$ cat config.mk
export PLATFORM = sky130hd
export DESIGN_NAME = i2c_sensor_xy_read_sequencer_core
export DESIGN_NICKNAME = d
export VERILOG_FILES = /design/src/rtl/isxrs_pkg.sv /design/src/rtl/i2c_sensor_xy_read_sequencer_core.sv
export VERILOG_INCLUDE_DIRS = /design/src /design/src/rtl
export SDC_FILE = /design/constraint.sdc
export NUM_CORES = 1
export LEC_CHECK = 0
export BUFFER_PORTS_ARGS = -buffer_cell sky130_fd_sc_hd__buf_2
export CELL_PAD_IN_SITES_DETAIL_PLACEMENT = 1
export CELL_PAD_IN_SITES_GLOBAL_PLACEMENT = 1
export CORE_MARGIN = 5
export CORE_UTILIZATION = 45
export CTS_CLUSTER_DIAMETER = 80
export DETAILED_ROUTE_END_ITERATION = 8
export PLACE_DENSITY = 0.82
export SLEW_MARGIN = 20
export SYNTH_ARGS = -nofsm -noshare
export SYNTH_HDL_FRONTEND = slang
export SYNTH_SLANG_ARGS = --single-unit
$ cat constraint.sdc
create_clock -name clk_i -period 12 [get_ports clk_i]
set_clock_uncertainty 0.2 [all_clocks]
set_input_delay 0.6 -clock clk_i [delete_from_list [all_inputs] [get_ports clk_i]]
set_output_delay 0.6 -clock clk_i [all_outputs]
set_load 0.1 [all_outputs]
$ cat src/rtl/i2c_sensor_xy_read_sequencer_core_macros.svh
// Assertion macros for the sensor read sequencer.
`ifndef I2C_SENSOR_XY_READ_SEQUENCER_CORE_MACROS_SVH
`define I2C_SENSOR_XY_READ_SEQUENCER_CORE_MACROS_SVH

// Clocked check, ignored while reset is asserted.
`define ISXRS_ASSERT(lbl, prop, msg) \
  lbl: assert property (@(posedge clk_i) disable iff (!rst_ni) (prop)) else $error(msg);

// Clocked check, held across reset as well.
`define ISXRS_ASSERT_ALWAYS(lbl, prop, msg) \
  lbl: assert property (@(posedge clk_i) (prop)) else $error(msg);

`endif

$ cat src/rtl/isxrs_pkg.sv
// Types, codes and constants shared by the sensor read sequencer.
`default_nettype none
package isxrs_pkg;

  // Number of data bytes fetched per read (legal range 2 to 8).
  localparam int ReadBytes  = 4;
  localparam int StoreDepth = (ReadBytes > 4) ? ReadBytes : 4;
  localparam int RxCntW     = $clog2(ReadBytes + 1);
  localparam int RxIdxW     = $clog2(StoreDepth);

  localparam logic [7:0] RegAddrByte = 8'h12;

  // Actions
  localparam logic [1:0] ActStart  = 2'd0;
  localparam logic [1:0] ActEvent  = 2'd1;
  localparam logic [1:0] ActTake   = 2'd2;
  localparam logic [1:0] ActCancel = 2'd3;

  // Sequencer modes
  localparam logic [1:0] ModeIdle  = 2'd0;
  localparam logic [1:0] ModeWrite = 2'd1;
  localparam logic [1:0] ModeRead  = 2'd2;

  // Bus commands
  localparam logic [2:0] CmdNone    = 3'd0;
  localparam logic [2:0] CmdWrite1  = 3'd1;
  localparam logic [2:0] CmdSendReg = 3'd2;
  localparam logic [2:0] CmdRead    = 3'd3;
  localparam logic [2:0] CmdRecover = 3'd4;

  typedef struct packed {
    logic [1:0]  action;
    logic [15:0] start_phase;
    logic        bus_busy;
    logic        flag_nack;
    logic        flag_bus_error;
    logic        flag_tx_ready;
    logic        flag_transfer_done;
    logic        flag_rx_ready;
    logic        flag_stop;
    logic [7:0]  rx_byte;
    logic [15:0] timer_now;
  } in_item_t;

  typedef struct packed {
    logic [2:0]         bus_command;
    logic               accepted;
    logic signed [15:0] sample_x;
    logic signed [15:0] sample_y;
    logic [15:0]        sample_start;
    logic [15:0]        sample_end;
    logic [31:0]        sample_seq;
    logic [31:0]        nack_total;
    logic [31:0]        error_total;
    logic [31:0]        recover_total;
    logic [1:0]         phase_now;
  } out_item_t;

endpackage
`default_nettype wire

$ cat src/rtl/i2c_sensor_xy_read_sequencer_core.sv
// Sensor X/Y read sequencer: drives I2C master commands and hands out samples.
// Result valid on out_valid_o once its input transfer has passed the input
// register, then the result register; a stall on the result side can hold it.
// Throughput: one item per cycle while the result side does not stall; the state
// update sits between the input register and the result register; nothing iterates.
// Reset: asynchronous, active low; mode idle, counters, held sample and flags cleared,
// receive byte store is not cleared (only read after being written).
`default_nettype none
module i2c_sensor_xy_read_sequencer_core
  import isxrs_pkg::*;
(
  input  wire logic      clk_i,
  input  wire logic      rst_ni,
  input  wire logic      in_valid_i,
  output      logic      in_stall_o,
  input  wire in_item_t  in_item_i,
  output      logic      out_valid_o,
  input  wire logic      out_stall_i,
  output      out_item_t out_item_o
);

`include "i2c_sensor_xy_read_sequencer_core_macros.svh"

  // ---------------------------------------------------------------------------
  // Handshake: input register -> state update -> result register.
  // The input register can fill while a finished result still sits stalled.
  // ---------------------------------------------------------------------------
  logic      s1_valid_q, s1_valid_d;
  in_item_t  s1_item_q;
  logic      out_valid_q, out_valid_d;
  out_item_t out_item_q;
  logic      in_xfer;
  logic      adv;

  assign adv        = s1_valid_q && !(out_valid_q && out_stall_i);
  assign in_stall_o = s1_valid_q && out_valid_q && out_stall_i;
  assign in_xfer    = in_valid_i && !in_stall_o;

  assign s1_valid_d  = in_xfer || (s1_valid_q && !adv);
  assign out_valid_d = adv || (out_valid_q && out_stall_i);

  // ---------------------------------------------------------------------------
  // Sequencer state
  // ---------------------------------------------------------------------------
  logic [1:0]        mode_q, mode_d;
  logic [RxCntW-1:0] cnt_q, cnt_d;
  logic [15:0]       pend_start_q, pend_start_d;
  logic [15:0]       held_x_q, held_x_d;
  logic [15:0]       held_y_q, held_y_d;
  logic [15:0]       held_start_q, held_start_d;
  logic [15:0]       held_end_q, held_end_d;
  logic [31:0]       seq_q, seq_d;
  logic              ready_q, ready_d;
  logic [31:0]       nack_q, nack_d;
  logic [31:0]       err_q, err_d;
  logic [31:0]       recov_q, recov_d;

  // Receive byte store; entries past ReadBytes are never written.
  logic [7:0]        rx_store_q [StoreDepth];
  logic              store_we;
  logic [RxIdxW-1:0] wr_idx;
  logic [7:0]        rd_byte [4];
  out_item_t         res;

  assign wr_idx = cnt_q[RxIdxW-1:0];

  // Bytes as seen after this event's write, so a last byte and a stop
  // arriving together still form the sample. Slots past the read length read 0.
  always_comb begin
    for (int k = 0; k < 4; k++) begin
      if (k >= ReadBytes) begin
        rd_byte[k] = '0;
      end else if (store_we && (wr_idx == RxIdxW'(k))) begin
        rd_byte[k] = s1_item_q.rx_byte;
      end else begin
        rd_byte[k] = rx_store_q[k];
      end
    end
  end

  always_comb begin
    mode_d       = mode_q;
    cnt_d        = cnt_q;
    pend_start_d = pend_start_q;
    held_x_d     = held_x_q;
    held_y_d     = held_y_q;
    held_start_d = held_start_q;
    held_end_d   = held_end_q;
    seq_d        = seq_q;
    ready_d      = ready_q;
    nack_d       = nack_q;
    err_d        = err_q;
    recov_d      = recov_q;
    store_we     = 1'b0;
    res          = '0;

    unique case (s1_item_q.action)
      ActStart: begin
        if (mode_q == ModeIdle && !s1_item_q.bus_busy) begin
          pend_start_d    = s1_item_q.start_phase;
          cnt_d           = '0;
          mode_d          = ModeWrite;
          res.bus_command = CmdWrite1;
          res.accepted    = 1'b1;
        end
      end
      ActEvent: begin
        if (s1_item_q.flag_nack || s1_item_q.flag_bus_error) begin
          // failure wins over every other flag, in every mode
          if (s1_item_q.flag_nack)      nack_d = nack_q + 32'd1;
          if (s1_item_q.flag_bus_error) err_d  = err_q + 32'd1;
          recov_d         = recov_q + 32'd1;
          mode_d          = ModeIdle;
          res.bus_command = CmdRecover;
        end else if (mode_q == ModeWrite && s1_item_q.flag_tx_ready) begin
          res.bus_command = CmdSendReg;
        end else if (mode_q == ModeWrite && s1_item_q.flag_transfer_done) begin
          mode_d          = ModeRead;
          cnt_d           = '0;
          res.bus_command = CmdRead;
        end else begin
          if (mode_q == ModeRead && s1_item_q.flag_rx_ready &&
              cnt_q < RxCntW'(ReadBytes)) begin
            store_we = 1'b1;
            cnt_d    = cnt_q + RxCntW'(1);
          end
          if (s1_item_q.flag_stop) begin
            if (mode_q == ModeRead && cnt_d == RxCntW'(ReadBytes)) begin
              held_x_d     = {rd_byte[0], rd_byte[1]};
              held_y_d     = {rd_byte[2], rd_byte[3]};
              held_start_d = pend_start_q;
              held_end_d   = s1_item_q.timer_now;
              seq_d        = seq_q + 32'd1;
              ready_d      = 1'b1;
            end
            mode_d = ModeIdle;
          end
        end
      end
      ActTake: begin
        if (ready_q) begin
          res.accepted     = 1'b1;
          res.sample_x     = held_x_q;
          res.sample_y     = held_y_q;
          res.sample_start = held_start_q;
          res.sample_end   = held_end_q;
          res.sample_seq   = seq_q;
          ready_d          = 1'b0;
        end
      end
      ActCancel: begin
        // held sample stays ready
        mode_d = ModeIdle;
        cnt_d  = '0;
      end
      default: ;
    endcase

    res.nack_total    = nack_d;
    res.error_total   = err_d;
    res.recover_total = recov_d;
    res.phase_now     = mode_d;
  end

  // ---------------------------------------------------------------------------
  // Registers
  // ---------------------------------------------------------------------------
  always_ff @(posedge clk_i or negedge rst_ni) begin
    if (!rst_ni) begin
      s1_valid_q   <= 1'b0;
      out_valid_q  <= 1'b0;
      mode_q       <= ModeIdle;
      cnt_q        <= '0;
      pend_start_q <= '0;
      held_x_q     <= '0;
      held_y_q     <= '0;
      held_start_q <= '0;
      held_end_q   <= '0;
      seq_q        <= '0;
      ready_q      <= 1'b0;
      nack_q       <= '0;
      err_q        <= '0;
      recov_q      <= '0;
    end else begin
      s1_valid_q  <= s1_valid_d;
      out_valid_q <= out_valid_d;
      if (adv) begin
        mode_q       <= mode_d;
        cnt_q        <= cnt_d;
        pend_start_q <= pend_start_d;
        held_x_q     <= held_x_d;
        held_y_q     <= held_y_d;
        held_start_q <= held_start_d;
        held_end_q   <= held_end_d;
        seq_q        <= seq_d;
        ready_q      <= ready_d;
        nack_q       <= nack_d;
        err_q        <= err_d;
        recov_q      <= recov_d;
      end
    end
  end

  // Payload registers: no reset.
  always_ff @(posedge clk_i) begin
    if (in_xfer) begin
      s1_item_q <= in_item_i;
    end
    if (adv) begin
      out_item_q <= res;
    end
  end

  always_ff @(posedge clk_i) begin
    if (adv && store_we) begin
      rx_store_q[wr_idx] <= s1_item_q.rx_byte;
    end
  end

  assign out_valid_o = out_valid_q;
  assign out_item_o  = out_item_q;

  // ---------------------------------------------------------------------------
  // Assertions
  // ---------------------------------------------------------------------------
  `ISXRS_ASSERT_ALWAYS(a_cnt_bound, cnt_q <= RxCntW'(ReadBytes), "byte count past read length")
  `ISXRS_ASSERT(a_ready_seq, $rose(ready_q) |-> (seq_q != $past(seq_q)), "sample ready without new sequence number")
  `ISXRS_ASSERT(a_recover_idle, (out_valid_o && (out_item_o.bus_command == CmdRecover)) |-> (out_item_o.phase_now == ModeIdle), "recovery result not idle")

endmodule
`default_nettype wire

==> qor.yml, run 1 <==
status: "complete, no violations"
synthFlopType: "edfxtp_1"
syn2layout_area_growth_pct: 19.76
path_cells: "a21bo_2 -> buf_4 -> inv_8 -> o2111ai_2 -> nor3_2 -> buf_4 -> nand3_1 -> xnor2_1"
finalPower_uw: 4087
synth_top_family_by_area: "simple AND/OR/NAND/NOR gates"
grt_first_pass_wirelength_um: 79200
worst_pin_slew_ns: 0.9679
drc: 0
use_met1_pct: 26.63
required_ns: 12.28
die_w_um: 220.8
grt.busiest_layer: "met2"
fin_crit_ns: 3.716
post-place-ws_ns: 7.970
finalWorstSetupSlack_ns: 8.284
stdcell_count: 2465
synth-async-reset-ratio_pct: 43.64
use_met3_pct: 3.106
overflow: 0
path_max_fanout: 89
die_area_um2: 48740
cts_max_path_buffers: 3
port_buffers: 252
cp_top_family: "buffers and inverters"
synth_seq_cells: 495
core_um2: 44120
startpoint_type: "flop"
synth_fa_ha_area_share_pct: 0.5007
setup.worst_path.end_class: "flop"
r2r_setup_slack_ns: 8.28
relSlewSlack_pct: 34.88
cts_buffers: 51
rows: 77
synth_area_leaders: "edfxtp_1 42%, dfrtp_1 27%, xnor2_1 5.8%, nand2_1 4.8%, xor2_1 3.7%"
synth_seq_area_share_pct: 68.94
final_common_cell: "edfxtp_1"
critical-path-slowest-cell: "buf_4"
drive_above_1_share_pct: 20.52
crit_buf_inv: 3
crit_path_start: "out_valid_o"
grt_max_degree: 99
grt_pass1_vias: 14003
fill_cells: 4530
cap_violations: 0
grt_setup_unrepaired: "false"
avgSynthCellArea_um2: 13.06
hold_start: "out_stall_i"
clock_latency_ns: 0.60
synth-edff-count: 279
place_inst: 2316
clock-sinks: 495
setup_viol: 0
drt-pass1-iter-count: 4
wirelength_um: 50460
route.detailed.wl_per_inst_um: 20.47
io_pins: 253
hold_viol: 0
syn_area_um2: 19990
synthDistinctLibCells: 48
fin_setup_tns_ns: 0
maxSlewViolCount: 0
yosys.area_share.simple_pct: 16.72
drt-initial-drc-count: 756
gp_congestion: 0.7847
met2_usage_pct: 36.18
ant_nets: 0
vias_per_cell: 5.242
timing.final.crit_share_pct: 30.97
synth_xor_area_share_pct: 9.507
initial_utilization_pct: 45.31
r2r_start: "out_valid_o"
synth_top_area_share_pct: 41.91
vias: 12921
h-tree-depth: 2
cts_tree: "done"
cp.arrival_ns: 4.00
max_stage_delay_ns: 0.68
dpl.hpwl_um: 31660
pwr_density_cell_nw_per_um2: 170.7
yosysWarnings: 0
p_leak_uw: 0.01069
nNetsFinal: 1889
layout_common_cells: "279 x edfxtp_1, 256 x nand2_1, 251 x buf_2"
synth_top_area_cell: "edfxtp_1"
synth_mux_area_share_pct: 1.690
critical_path_class: "reg -> reg"
cpMostUsedCell: "buf_4"
cts.clk_slew.worst_paths_ns: 0.06
synth_compound_area_share_pct: 0.8512
clock-root-buffer: "clkbuf_16"
hold_path.class: "in -> reg"
synthCells: 1531
grtUsageTotal_pct: 20.62
antenna_found_initial: 5
die_h_um: 220.8
synth_fp_nets: 1592
peakVddDrop_mv: 0.1215
ctsResizeCount: 0
fmax_mhz: 269.1
## where the power goes
group,total (µW),leakage (µW),internal [µW],switching [µW]
clock network,1530,0.000792,855,672
logic,579,0.00423,100,479
registers,1980,0.00566,1910,69.1
total,4090,0.0107,2870,1220
## metal layers
metal | part of all wire, % | up-vias | wire length, µm
li1 | - | 5944 | -
met3 | 3.9 | 86 | 1991
met1 | 41 | 6580 | 20920
met2 | 52 | 305 | 26200
met4 | 2.6 | 6 | 1304
met5 | 0.077 | - | 39
## layout make-up
cell class | count | area (µm²) | area share, %
inverters | 17 | 71.32 | 0.2979
clock inverters | 31 | 239.0 | 0.9981
diodes | 2 | 5.005 | 0.02090
multi-input cells | 950 | 5877 | 24.55
well taps | 592 | 740.7 | 3.094
clock buffers | 65 | 1369 | 5.717
flip-flops and latches | 495 | 13780 | 57.57
repair buffers | 313 | 1857 | 7.755
## final timing paths
kind | endpoint | cells past startpoint
max | seq_q[7] | 8
min | out_valid_o | 2
max reg2reg | seq_q[7] | 8
min reg2reg | held_y_q[9] | 2
max in group asynchronous | held_end_q[11] | 3
min in group asynchronous | nack_q[14] | 2
## through the flow
step | utilization, % | hold WS [ns] | area (µm²)
finish | 54.26 | 0.06494 | 23940
global route | 54.26 | 0.05414 | 23940
CTS | 54.23 | 0.02555 | 23930
detailed placement | 49.43 | 0.2272 | 21810
global placement | 49.43 | 0.2185 | 21810
floorplan | - | 0.1044 | 19990
## sequential cells by signal, summed over array words and instances, names as in the netlist, 2 cells and up
register and cells:
pend_start_q 16, mode_q 2, err_q 32, recov_q 32, held_x_q 16, held_y_q 16, nack_q 32, cnt_q 3
s1_item_q 49, held_start_q 16, rx_store_q 32, out_item_o 198, seq_q 32, held_end_q 16
## cell families (layout without fill, tap and decap cells)
group	count (synthesis)	count (layout)
AND/OR/NAND/NOR	668	668
flip-flops	495	495
other	0	2
multiplexers	31	31
AO/OA/AOI/OAI	26	26
adder cells (fa/ha/maj)	8	8
buffers and inverters	86	426
XOR/XNOR	217	217
## synth_stat cells, types with 3 or more instances
cell / count
xnor2_1: 132
and3_1: 108
nand2b_1: 6
nand3_1: 58
nor3_1: 41
nand3b_1: 3
xor2_1: 85
clkbuf_1: 41
a21oi_1: 5
mux2_2: 22
nor3_2: 5
and4_1: 10
nand2_1: 256
buf_1: 4
nand4_1: 56
buf_2: 20
o21ai_0: 11
nor4_1: 10
nor2b_1: 5
nor2_1: 79
and2_1: 13
dfrtp_1: 216
or3_1: 6
mux2i_1: 9
inv_1: 16
edfxtp_1: 279
ha_1: 8
## worst register-to-register path, stage by stage, from the launching register on
cell and delay (ns):
dfrtp_1 0.40, a21bo_2 0.22, buf_4 0.33, inv_8 0.51, o2111ai_2 0.55, nor3_2 0.25
buf_4 0.68, nand3_1 0.28, xnor2_1 0.19
## repair_timing
action	CTS	global route
setup buffers	0	0
hold endpoints to repair	137	0
hold buffers	51	0
Power figures use the tool's default switching activity.
==> run 2, diff against run 1 <==
CORE_UTILIZATION = 43   (was 45)
clock period = 3.27 ns   (was 12 ns; I/O delays follow)
==> run 2 against run 1 <==
Compared with the run above:
- sequential cell count did not move
- worst setup slack got worse by 7.8 ns
- via count rose by 0.46%
- die area rose by 4.4%
- non-clock buffer count rose by 25
- sequential power rose to 3.7 times the previous value
- critical path depth fell by 3
- critical path type unchanged
- critical endpoint is now out_item_o[26]
==> qor.yml, run 2 (synthesis results as in run 1) <==
dpl.hpwl_um: 33390
critical-path-slowest-cell: "edfxtp_1"
die_w_um: 225.6
clock-root-buffer: "clkbuf_16"
post-place-ws_ns: 0.5307
gp_congestion: 0.8118
ant_nets: 0
vias_per_cell: 5.171
grt_pass1_vias: 14283
antenna_found_initial: 8
worst_pin_slew_ns: 1.033
peakVddDrop_mv: 0.4395
maxSlewViolCount: 0
stdcell_count: 2510
hold_buffers: 55
cts_tree: "done"
die_h_um: 225.6
timing.final.crit_share_pct: 84.05
r2r_cells: 5
clock_latency_ns: 0.59
h-tree-depth: 2
place_inst: 2352
cp.arrival_ns: 2.86
crit_cells: 5
core_um2: 46260
crit_buf_inv: 0
fin_crit_ns: 2.748
startpoint_type: "flop"
pwr_density_cell_nw_per_um2: 636.1
critical_path_class: "reg -> reg"
drive_above_1_share_pct: 21.68
cts_max_path_buffers: 3
cts_buffers: 51
fmax_mhz: 363.9
hold_viol: 0
io_pins: 253
r2r_start: "s1_item_q[47]"
setup.worst_path.end_class: "flop"
largest_register_ffs: 198
grtUsageTotal_pct: 20.11
ctsResizeCount: 0
path_max_fanout: 9
syn2layout_area_growth_pct: 22.07
initial_utilization_pct: 43.22
hold_path.class: "in -> reg"
nNetsFinal: 1914
clock-sinks: 495
drt-pass1-iter-count: 5
max_stage_delay_ns: 0.62
drt-initial-drc-count: 717
finalWorstSetupSlack_ns: 0.5217
die_area_um2: 50900
setup_viol: 0
grt_setup_unrepaired: "false"
layout_common_cells: "279 x edfxtp_1, 256 x nand2_1, 251 x buf_2"
cp_top_family: "simple AND/OR/NAND/NOR gates"
vias: 12980
cap_violations: 0
required_ns: 3.38
rows: 79
wirelength_um: 51290
route.detailed.wl_per_inst_um: 20.43
hold_start: "in_item_i[20]"
p_leak_uw: 0.01091
grt_first_pass_wirelength_um: 81120
min_path_cells: 2
path_cells: "nand2b_1 -> nor3_2 -> nand3_1 -> nor3_1 -> xor2_1"
crit_path_start: "s1_item_q[47]"
cts.clk_slew.worst_paths_ns: 0.07
fin_setup_tns_ns: 0
drc: 0
status: "complete, no violations"
grt_max_degree: 81
final_common_cell: "edfxtp_1"
relSlewSlack_pct: 31.13
cts_setup_buffers: 0
port_buffers: 252
overflow: 0
run 2: changes by cell type in the layout (fill, tap and decap cells not counted), sizes merged:
| cell | delta |
|---|---|
| buf | +22 |
| bufinv | +6 |
| clkinv | -4 |
| clkinvlp | -1 |
| diode | +5 |
| dlygate4sd3 | +3 |
| inv | -1 |
run 2: worst register-to-register path, cell delays in order (launching register included):
cell and delay (ns):
edfxtp_1 0.62, nand2b_1 0.21, nor3_2 0.52, nand3_1 0.42, nor3_1 0.39, xor2_1 0.13
run 2: through the flow:
stage | area (µm²) | utilization, % | hold slack [ns] | power, µW
global placement | 22060 | 47.69 | -0.04309 | 9438
global route | 24400 | 52.75 | 0.03793 | 16080
finish | 24400 | 52.75 | 0.07241 | 15520
floorplan | 20000 | - | -0.3321 | 8992
CTS | 24390 | 52.72 | 0.02657 | 15690
detailed placement | 22060 | 47.69 | -0.03534 | 9509
run 2: worst paths after layout:
kind | end | slack (ns)
setup / recovery | out_item_o[26] | 0.52
hold / removal | s1_item_q[20] | 0.07
setup reg to reg | out_item_o[26] | 0.52
hold reg to reg | held_y_q[14] | 0.25
max in group asynchronous | recov_q[13] | 1.83
min in group asynchronous | held_end_q[1] | 0.52
run 2: metal layers:
metal / GRT usage (%) / share of wire, % / vias up
li1: - / - / 5996
met2: 35.06 / 51 / 267
met5: 0 / 0.014 / -
met3: 3.900 / 4.2 / 82
met1: 25.60 / 42 / 6633
met4: 6.091 / 2.8 / 2
run 2: area by class of cell:
cell class              instances  area (µm²)
clock buffers                  65        1390
clock inverters                31       365.4
flip-flops and latches        495       13780
diodes                          7       17.52
inverters                      17       71.32
multi-input cells             950        5868
fillers                      4731       21860
well taps                     607       759.5
repair buffers                338        2147
run 2: report_power, final:
part           switching, µW  total [µW]  internal, µW
clock network           2450        6090          3640
logic                   1780        2170           392
registers                248        7260          7020
==> run 3, diff against run 2 <==
clock period = 2.5 ns   (was 3.27 ns; I/O delays follow)
==> run 3 against run 2 <==
Compared with the run above:
- die area unchanged
- critical path depth up 1
- first-iteration DRC count up 4.7%
- final area up 1.6%
- combinational power up 35%
- routed wire length up 1.7%
- worst setup slack worse by 0.40 ns
- worst hold slack worse by 0.031 ns
- sequential share of layout area down 0.89 points
- register-to-register slack worse by 0.40 ns
- fmax up 15%
- clock power up 34%
- largest cell class unchanged
- highest routed layer is now met4
==> qor.yml, run 3 (synthesis results as in run 1) <==
gp_congestion: 0.7882
setup_viol: 0
fin_crit_ns: 2.380
max_stage_delay_ns: 0.44
design_area_um2: 24800
critical_path_class: "reg -> reg"
clock-root-buffer: "clkbuf_16"
drt-initial-drc-count: 751
drt-pass1-iter-count: 4
core_um2: 46260
worst_pin_slew_ns: 0.6864
r2r_start: "out_valid_o"
wirelength_um: 52180
layout_common_cells: "279 x edfxtp_1, 256 x nand2_1, 251 x buf_2"
vias_per_cell: 5.176
overflow: 0
use_met1_pct: 25.45
cts_tree: "done"
port_buffers: 252
maxSlewViolCount: 0
fin_setup_tns_ns: 0
fill_cells: 4746
clock_latency_ns: 0.59
syn2layout_area_growth_pct: 24.05
largest_register_ffs: 198
hold_start: "in_item_i[36]"
hold_path.class: "in -> reg"
rows: 79
stdcell_count: 2545
crit_path_start: "out_valid_o"
hold_viol: 0
io_pins: 253
final_common_cell: "edfxtp_1"
ant_nets: 0
grt_first_pass_wirelength_um: 81350
relSlewSlack_pct: 54.24
nNetsFinal: 1952
place_inst: 2387
h-tree-depth: 2
initial_utilization_pct: 43.22
grt.busiest_layer: "met2"
drc: 0
vias: 13172
post_dp_cell_area_um2: 22390
clock-sinks: 495
required_ns: 2.77
antenna_found_initial: 5
critical-path-slowest-cell: "buf_4"
path_cells: "a21bo_2 -> inv_8 -> buf_12 -> buf_4 -> nand4_1 -> xnor2_1"
route.detailed.wl_per_inst_um: 20.50
grt_max_degree: 99
fmax_mhz: 420.2
die_h_um: 225.6
status: "complete, no violations"
cts_max_path_buffers: 3
peakVddDrop_mv: 0.6737
cts_buffers: 52
p_leak_uw: 0.01114
finalPower_uw: 20570
grt_setup_unrepaired: "false"
pwr_density_cell_nw_per_um2: 829.6
met2_usage_pct: 35.48
grtUsageTotal_pct: 20.12
startpoint_type: "flop"
timing.final.crit_share_pct: 95.20
path_max_fanout: 87
cap_violations: 0
die_w_um: 225.6
cts.clk_slew.worst_paths_ns: 0.06
grt_pass1_vias: 14410
die_area_um2: 50900
dpl.hpwl_um: 34350
setup.worst_path.end_class: "flop"
drive_above_1_share_pct: 23.36
cp.arrival_ns: 2.65
use_met3_pct: 3.900
run 3: cell types whose count changed in the layout (fill, tap and decap cells not counted), moves of 4 or more:
cell / delta
buf_4: +32
clkinv_2: -5
buf_12: +4
diode_2: -4
run 3: final cells by class:
type | count | area, µm² | area share, %
flip-flops and latches | 495 | 13790 | 55.59
multi-input cells | 950 | 5897 | 23.78
repair buffers | 375 | 2476 | 9.984
clock buffers | 66 | 1405 | 5.666
well taps | 607 | 759.5 | 3.062
clock inverters | 32 | 396.6 | 1.599
inverters | 17 | 71.32 | 0.2876
diodes | 3 | 7.507 | 0.03027
run 3: per-layer routing:
layer / routed length (µm) / up-vias
met5: 0 / -
met4: 1253 / 0
met3: 2178 / 88
met2: 26930 / 284
met1: 21820 / 6730
li1: - / 6070
run 3: worst paths after layout:
| check | endpoint | slack [ns] | depth (start not counted) |
|---|---|---|---|
| max | err_q[8] | 0.12 | 6 |
| min | s1_item_q[36] | 0.04 | 2 |
| max reg2reg | err_q[8] | 0.12 | 6 |
| min reg2reg | held_x_q[0] | 0.24 | 2 |
| max in group asynchronous | out_valid_o | 0.90 | 4 |
| min in group asynchronous | held_end_q[0] | 0.42 | 3 |
run 3: repair_timing:
| action | 4_1_cts | 5_1_grt |
|---|---|---|
| cloned | 0 | 1 |
| setup endpoints to repair | 3 | 78 |
| pin swaps | 0 | 1 |
| hold buffers | 54 | 0 |
| endpoints found under the hold margin | 280 | 0 |
| buffers inserted | 0 | 2 |
| resized for setup | 1 | 7 |
run 3: report_power, final:
part | switching (µW) | total [µW] | internal [µW]
sequential | 313 | 9490 | 9180
combinational | 2370 | 2940 | 569
clock | 3230 | 8140 | 4910
total | 5920 | 20600 | 14700
run 3: metrics by stage:
step                util [%]  setup WS (ns)  hold slack [ns]
floorplan                  -        0.03039          -0.3706
finish                 53.61         0.1200          0.04154
global route           53.61       0.003235         0.006950
CTS                    53.48       0.002437         0.004090
detailed placement     48.40        -0.1025         -0.02459
global placement       48.40        0.08852         -0.03029
run 3: worst max-delay path, delay by kind of cell, from the launching register on:
kind / cells / cell delay (ns)
buffers and inverters: 3 / 0.95
flip-flops: 1 / 0.43
AO/OA/AOI/OAI: 1 / 0.30
AND/OR/NAND/NOR: 1 / 0.17
XOR/XNOR: 1 / 0.15
